`src/hdl/bspq_pkg.sv`:
```
// Shared types, sizes and ordering function for the bounded sorted priority queue.
package bspq_pkg;

    localparam int DEPTH     = 16;
    localparam int CNT_W     = $clog2(DEPTH + 1);
    localparam int POS_W     = (DEPTH > 1) ? $clog2(DEPTH) : 1;
    localparam int CFG_W     = 5;
    localparam int IDX_W     = 16;
    localparam int VAL_W     = 32;
    localparam int APB_W     = 32;
    localparam int ADDR_W    = 1;

    localparam logic [ADDR_W-1:0] REG_MAX_ENTRIES = 1'b0;
    localparam logic [CFG_W-1:0]  MAX_ENTRIES_RST = CFG_W'(16);

    typedef enum logic [1:0] {
        OP_ENQ = 2'd0,
        OP_DEQ = 2'd1,
        OP_CLR = 2'd2
    } t_op;

    typedef enum logic [1:0] {
        ST_OK    = 2'd0,
        ST_FULL  = 2'd1,
        ST_EMPTY = 2'd2
    } t_status;

    typedef struct packed {
        logic [IDX_W-1:0]        idx;
        logic signed [VAL_W-1:0] val;
    } t_entry;

    typedef struct packed {
        t_op                     op;
        logic [IDX_W-1:0]        entry_index;
        logic signed [VAL_W-1:0] entry_value;
    } t_in;

    typedef struct packed {
        t_status                 status;
        logic [CFG_W-1:0]        count;
        logic                    is_empty;
        logic                    is_full;
        logic [IDX_W-1:0]        min_index;
        logic signed [VAL_W-1:0] min_value;
        logic [IDX_W-1:0]        max_index;
        logic signed [VAL_W-1:0] max_value;
    } t_out;

    typedef struct packed {
        logic enq;
        logic deq;
    } t_cell_ctl;

    // true when a orders strictly below b: by value, then by index
    function automatic logic entry_before(input t_entry a, input t_entry b);
        logic lt_val;
        logic eq_val;
        lt_val = $signed(a.val) < $signed(b.val);
        eq_val = a.val == b.val;
        return lt_val || (eq_val && (a.idx < b.idx));
    endfunction

endpackage

```
`src/hdl/bspq_cell.sv`:
```
// One storage cell of the sorted chain: holds an entry, shifts toward either neighbor.
module bspq_cell (
    input  logic                i_clk,
    input  bspq_pkg::t_cell_ctl i_ctl,
    input  bspq_pkg::t_entry    i_new,
    input  bspq_pkg::t_entry    i_left,
    input  bspq_pkg::t_entry    i_right,
    input  logic                i_occupied,
    input  logic                i_left_place,
    output bspq_pkg::t_entry    o_entry,
    output logic                o_before,
    output logic                o_place
);
    import bspq_pkg::*;

    t_entry r_entry;
    t_entry n_entry;

    assign o_before = entry_before(i_new, r_entry);
    assign o_place  = !i_occupied || o_before;
    assign o_entry  = r_entry;

    always_comb begin
        n_entry = r_entry;
        if (i_ctl.enq) begin
            if (i_left_place) begin
                n_entry = i_left;
            end else if (o_place) begin
                n_entry = i_new;
            end
        end else if (i_ctl.deq) begin
            n_entry = i_right;
        end
    end

    always_ff @(posedge i_clk) begin
        r_entry <= n_entry;
    end

endmodule

```
`src/hdl/bounded_sorted_priority_queue_top.sv`:
```
// Bounded sorted priority queue: a chain of entry cells, control, APB register and result port.
//
// Takes one command per clock: busy stays low, so start may be high in every cycle. The result
// of a command appears on o_result with o_done high in the cycle right after the transfer and
// holds there for that one cycle only. Enqueue and dequeue update every cell at once, since
// each cell compares the new entry with its own and shifts toward a neighbor in parallel;
// clear only zeroes the count. No clearing pass follows reset. max_entries sits at address 0.
module bounded_sorted_priority_queue_top (
    input  logic                                i_clk,
    input  logic                                i_rst_n,
    input  logic                                start,
    output logic                                busy,
    input  bspq_pkg::t_in                       i_cmd,
    output logic                                o_done,
    output bspq_pkg::t_out                      o_result,
    input  logic                                psel,
    input  logic                                penable,
    input  logic                                pwrite,
    input  logic [bspq_pkg::ADDR_W-1:0]         paddr,
    input  logic [bspq_pkg::APB_W-1:0]          pwdata,
    output logic [bspq_pkg::APB_W-1:0]          prdata,
    output logic                                pready
);
    import bspq_pkg::*;

    logic [CFG_W-1:0] r_max_entries;
    logic [CNT_W-1:0] r_count;
    logic [CNT_W-1:0] n_count;
    t_status          r_status;
    t_status          n_status;
    logic             r_done;

    logic             w_accept;
    logic [CNT_W-1:0] w_cap;
    logic             w_full;
    logic             w_any_before;
    t_cell_ctl        w_ctl;
    t_entry           w_new;
    t_entry           w_entry [DEPTH];
    logic [DEPTH-1:0] w_occ;
    logic [DEPTH-1:0] w_before;
    logic [DEPTH-1:0] w_place;
    logic [POS_W-1:0] w_last;
    logic             w_sort_bad;

    assign busy     = 1'b0;
    assign pready   = 1'b1;
    assign w_accept = start && !busy;
    assign w_new.idx = i_cmd.entry_index;
    assign w_new.val = i_cmd.entry_value;

    assign w_cap = (32'(r_max_entries) < 32'(DEPTH)) ? CNT_W'(r_max_entries) : CNT_W'(DEPTH);
    assign w_full       = r_count >= w_cap;
    assign w_any_before = |(w_before & w_occ);

    genvar g;
    generate
        for (g = 0; g < DEPTH; g++) begin : g_cell
            t_entry w_left;
            t_entry w_right;
            logic   w_left_place;

            assign w_occ[g] = r_count > CNT_W'(g);

            if (g == 0) begin : g_first
                assign w_left       = w_entry[g];
                assign w_left_place = 1'b0;
            end else begin : g_mid
                assign w_left       = w_entry[g-1];
                assign w_left_place = w_place[g-1];
            end

            if (g == DEPTH - 1) begin : g_last
                assign w_right = w_entry[g];
            end else begin : g_inner
                assign w_right = w_entry[g+1];
            end

            bspq_cell u_cell (
                .i_clk        (i_clk),
                .i_ctl        (w_ctl),
                .i_new        (w_new),
                .i_left       (w_left),
                .i_right      (w_right),
                .i_occupied   (w_occ[g]),
                .i_left_place (w_left_place),
                .o_entry      (w_entry[g]),
                .o_before     (w_before[g]),
                .o_place      (w_place[g])
            );
        end
    endgenerate

    always_comb begin
        n_count  = r_count;
        n_status = ST_OK;
        w_ctl    = '0;
        if (w_accept) begin
            case (i_cmd.op)
                OP_ENQ: begin
                    if (w_cap == '0 || (w_full && !w_any_before)) begin
                        n_status = ST_FULL;
                    end else begin
                        w_ctl.enq = 1'b1;
                        if (!w_full) begin
                            n_count = r_count + CNT_W'(1);
                        end
                    end
                end
                OP_DEQ: begin
                    if (r_count == '0) begin
                        n_status = ST_EMPTY;
                    end else begin
                        w_ctl.deq = 1'b1;
                        n_count   = r_count - CNT_W'(1);
                    end
                end
                OP_CLR: begin
                    n_count = '0;
                end
                default: begin
                end
            endcase
        end
    end

    always_ff @(posedge i_clk) begin
        if (!i_rst_n) begin
            r_count       <= '0;
            r_status      <= ST_OK;
            r_done        <= 1'b0;
            r_max_entries <= MAX_ENTRIES_RST;
        end else begin
            r_count  <= n_count;
            r_status <= n_status;
            r_done   <= w_accept;
            if (psel && penable && pwrite && pready && paddr == REG_MAX_ENTRIES) begin
                r_max_entries <= pwdata[CFG_W-1:0];
            end
        end
    end

    assign prdata = (paddr == REG_MAX_ENTRIES) ? APB_W'(r_max_entries) : '0;

    assign w_last = POS_W'(r_count - CNT_W'(1));

    always_comb begin
        o_result.status   = r_status;
        o_result.count    = CFG_W'(r_count);
        o_result.is_empty = r_count == '0;
        o_result.is_full  = w_full;
        if (r_count != '0) begin
            o_result.min_index = w_entry[0].idx;
            o_result.min_value = w_entry[0].val;
            o_result.max_index = w_entry[w_last].idx;
            o_result.max_value = w_entry[w_last].val;
        end else begin
            o_result.min_index = '0;
            o_result.min_value = '0;
            o_result.max_index = '0;
            o_result.max_value = '0;
        end
    end

    assign o_done = r_done;

    always_comb begin
        w_sort_bad = 1'b0;
        for (int i = 0; i < DEPTH - 1; i++) begin
            if (w_occ[i+1] && entry_before(w_entry[i+1], w_entry[i])) begin
                w_sort_bad = 1'b1;
            end
        end
    end

    a_done_follows: assert property (@(posedge i_clk) disable iff (!i_rst_n)
        w_accept |=> o_done)
        else $error("result strobe missing after transfer");

    a_reject_holds_count: assert property (@(posedge i_clk) disable iff (!i_rst_n)
        (o_done && o_result.status != ST_OK) |-> r_count == $past(r_count))
        else $error("count changed on rejected command");

    a_sorted: assert property (@(posedge i_clk) disable iff (!i_rst_n)
        !w_sort_bad)
        else $error("stored entries out of order");

    a_count_bound: assert property (@(posedge i_clk) disable iff (!i_rst_n)
        r_count <= CNT_W'(DEPTH))
        else $error("count beyond built depth");

endmodule

```
`config.mk`:
```
export PLATFORM = sky130hd
export DESIGN_NAME = bounded_sorted_priority_queue_top
export DESIGN_NICKNAME = d
export VERILOG_FILES = /design/src/hdl/bspq_pkg.sv /design/src/hdl/bspq_cell.sv /design/src/hdl/bounded_sorted_priority_queue_top.sv
export SDC_FILE = /design/constraint.sdc
export NUM_CORES = 2
export LEC_CHECK = 0
export BUFFER_PORTS_ARGS = -buffer_cell sky130_fd_sc_hd__buf_4
export CORE_MARGIN = 10
export CORE_UTILIZATION = 60
export DETAILED_ROUTE_END_ITERATION = 7
export HOLD_SLACK_MARGIN = 0.12
export PLACE_DENSITY = 0.77
export SYNTH_ARGS = -nofsm -noshare
export SYNTH_HDL_FRONTEND = slang
export SYNTH_SLANG_ARGS = --single-unit
```
`constraint.sdc`:
```
create_clock -name i_clk -period 7 [get_ports i_clk]
set_clock_uncertainty 0.15 [all_clocks]
set_input_delay 0.35 -clock i_clk [delete_from_list [all_inputs] [get_ports i_clk]]
set_output_delay 0.35 -clock i_clk [all_outputs]
set_load 0.03 [all_outputs]
```
==> out/qor.csv <==
metric,value,unit
Final Hold Viols,0,
Mapped Area,65900,sq um
share of layout cells above drive strength 1,0.111,
max-slew violation count,0,
Synth Area in Simple Gates,0.0635,
syn avg cell area,11.0,sq um
Synth top area share,0.350,
met1 Use GR,0.451,
first-pass GRT wire length,319000,microns
#FFs+latches synth,781,
cell count after synthesis,5971,
DR vias,51400,
Final setup viols,0,
Final nets,6972,
final worst slack,1.19,ns
ys async rst share,0,
Power per Cell Area,195,nW/um^2
CP startpoint,i_cmd[31],
Chip Height,352,microns
Crit Path Class,primary input to flop,
clock tree root driver cell,clkbuf_16,
achievable frequency,172,MHz
Post-synth EDFFs,768,
Clock Pin Slew Worst Setup and Hold Paths,0.06,ns
Min-Delay Startpoint,i_cmd[29],
Area contributors post-synth,"edfxtp_1 35%, mux2i_1 21%, ha_1 14%",
Tmin final,5.81,ns
Placement Setup Slack,1.34,ns
total core area,109000,sq um
IO buf count,172,
met3 GRT Util,0.0648,
sequential share of the synthesized area,0.354,
drt total wl,217000,microns
Synth Flop Type,edfxtp_1,
gr usage total,0.341,
TritonCTS clock tree,yes,
Yosys cell types,84,
Worst Tran Pin Value,1.35,ns
Detailed Route Iter0 Violations,6400,
vias in the first global route,50800,
RSZ-0062 raised after global routing,false,
worst skew pair latency,0.72,ns
Max Buffers Root-to-Sink,3,
Sum Neg Setup Slack,0,ns
r2r startpoint,g_cell[0].u_cell.o_entry[31],
initial antenna violation count,7,
H-Tree Depth,3,
Startpoint Class,primary input,
Post-route DRC,0,
Initial Util,0.605,
TritonRoute pass-1 iters,8,
Synth Area in Adders,0.145,
status,finished clean,
average wire per standard cell,28.5,microns
Final Wtd Congestion,1.01,
Leak Pwr,0.0300,uW
ANT nets after route,0,
antenna cell count,0,
Hold Path Stages,3,
CTS sink count,781,
GR Layer Usage met2,0.533,
min-delay worst type,primary input to flop,
setup bufs post-CTS,0,
filler instances,8225,
via/cell ratio,6.76,
CTS buffer count,92,
Die Width,352,microns
largest family of logic cells by synthesized area,multiplexers,
Area Growth Syn to Fin,9.99,%
Row Count,121,
Synth Area in Compound Gates,0.0774,
synthesis warning total,0,
grt ovf,0,
Synth Area in XOR/XNOR,0.00146,
dpl cells,7379,
io pins,229,
mux contribution to synthesized area,0.289,
Worst setup EP type,flop,
"most common cell after layout, fill and taps aside",mux2i_1,
most frequent cells in the layout,"1,347 x mux2i_1, 784 x inv_1, 768 x edfxtp_1",
Final Core Density,0.665,
critical-path maximum fanout,46,
post-synth top area cell,edfxtp_1,
hpwl dp,157000,microns
period utilization,0.829,
WP data required,7.39,ns
pin count of the biggest net entering global routing,97,
full die area,124000,sq um
placed cell area,69100,sq um
R2R cell count,15,
fin cells,7605,
Finished Cell Area,72500,sq um
VDD IR max,0.207,mV
Relative slew margins,0.0797,
GR peak layer,met2,
Max-Cap Viols,0,
worst path arrival time,6.19,ns
[worst max-delay path, cell delays in order]
cell           delay (ns)
dlygate4sd3_1        0.54
buf_4                0.25
ha_1                 0.43
nand4_1              0.31
nor4_2               1.07
nand4_1              0.53
or3_1                0.46
o2111a_1             0.13
nand4_1              0.10
a2111oi_1            0.06
buf_4                0.16
a21oi_4              0.29
buf_12               0.39
buf_12               0.38
buf_4                0.36
mux2i_1              0.25
[power breakdown]
group,internal (uW),switching (uW),total (uW)
combinational,1400,2340,3740
clock,2610,2110,4730
sequential,5460,187,5650
total,9480,4640,14100
[metrics by stage]
step / hold slack [ns] / total power [uW]
after CTS: 0.120 / 14000
final: 0.145 / 14100
after global placement: 0.385 / 9220
after floorplan: 0.262 / 8040
after detailed placement: 0.389 / 9350
after global routing: 0.160 / 14500
[metal layers]
layer	share of wire	wire [microns]
met2	0.45	97100
met5	0.00025	55
met1	0.39	84000
met4	0.056	12200
met3	0.11	23200
[layout make-up]
| cell class | instances | area (sq um) | share of cell area |
|---|---|---|---|
| clock inverter | 50 | 377 | 0.00519 |
| timing repair buffer | 360 | 3240 | 0.0447 |
| tap | 1414 | 1770 | 0.0244 |
| clock buffer | 116 | 2410 | 0.0333 |
| multi-input combinational | 4097 | 38400 | 0.530 |
| sequential | 781 | 23300 | 0.322 |
| inverter | 787 | 2960 | 0.0408 |
[flip-flops by register name, summed over array words and instances (netlist names)]
signal	flops
o_done	1
r_count	5
g_cell.u_cell.o_entry	768
r_status	2
r_max_entries	5
[cell usage after synthesis, types with 9 or more instances]
library cell / n
inv_1: 784
dfxtp_1: 13
buf_1: 27
mux2_2: 22
a21oi_1: 284
nand4_1: 123
a221oi_1: 18
mux4_2: 192
and4_1: 12
nor2b_1: 89
buf_6: 16
nor2_1: 150
and3_1: 11
mux2_1: 74
nand3_1: 51
o21ai_0: 167
or3_1: 10
a21o_1: 63
o21ai_1: 9
mux2i_1: 1362
a211oi_1: 132
edfxtp_1: 768
nand2_1: 241
ha_1: 764
o21a_1: 17
buf_4: 31
a41oi_1: 9
o211ai_1: 15
nor3_1: 44
nor4_1: 31
a2111oi_0: 14
buf_2: 75
nand2b_1: 22
and2_1: 13
clkbuf_1: 172
a31oi_1: 10
[kinds of logic (layout without fill, tap and decap cells)]
family                     Yosys count  count (layout)
and+or+nand+nor                    830             830
other                                2              29
muxes                             1650            1650
xor gates and xnor gates            11              11
DFF                                781             781
adders and majority gates          764             764
AOI/OAI and AO/OA                  813             813
buffers and inverters             1120            1313
[worst paths after layout]
kind,end,slack [ns]
setup / recovery,g_cell[7].u_cell.o_entry[18],1.19
hold / removal,g_cell[15].u_cell.o_entry[29],0.15
setup reg to reg,g_cell[7].u_cell.o_entry[18],1.28
hold reg to reg,g_cell[0].u_cell.o_entry[23],0.47
[repair_timing]
| item | in CTS | in global routing |
|---|---|---|
| hold endpoints to repair | 95 | 0 |
| hold buffers | 60 | 0 |
| endpoints found under the setup margin | 0 | 0 |
| gates resized for setup | 0 | 0 |
(Power assumes the default switching activity.)
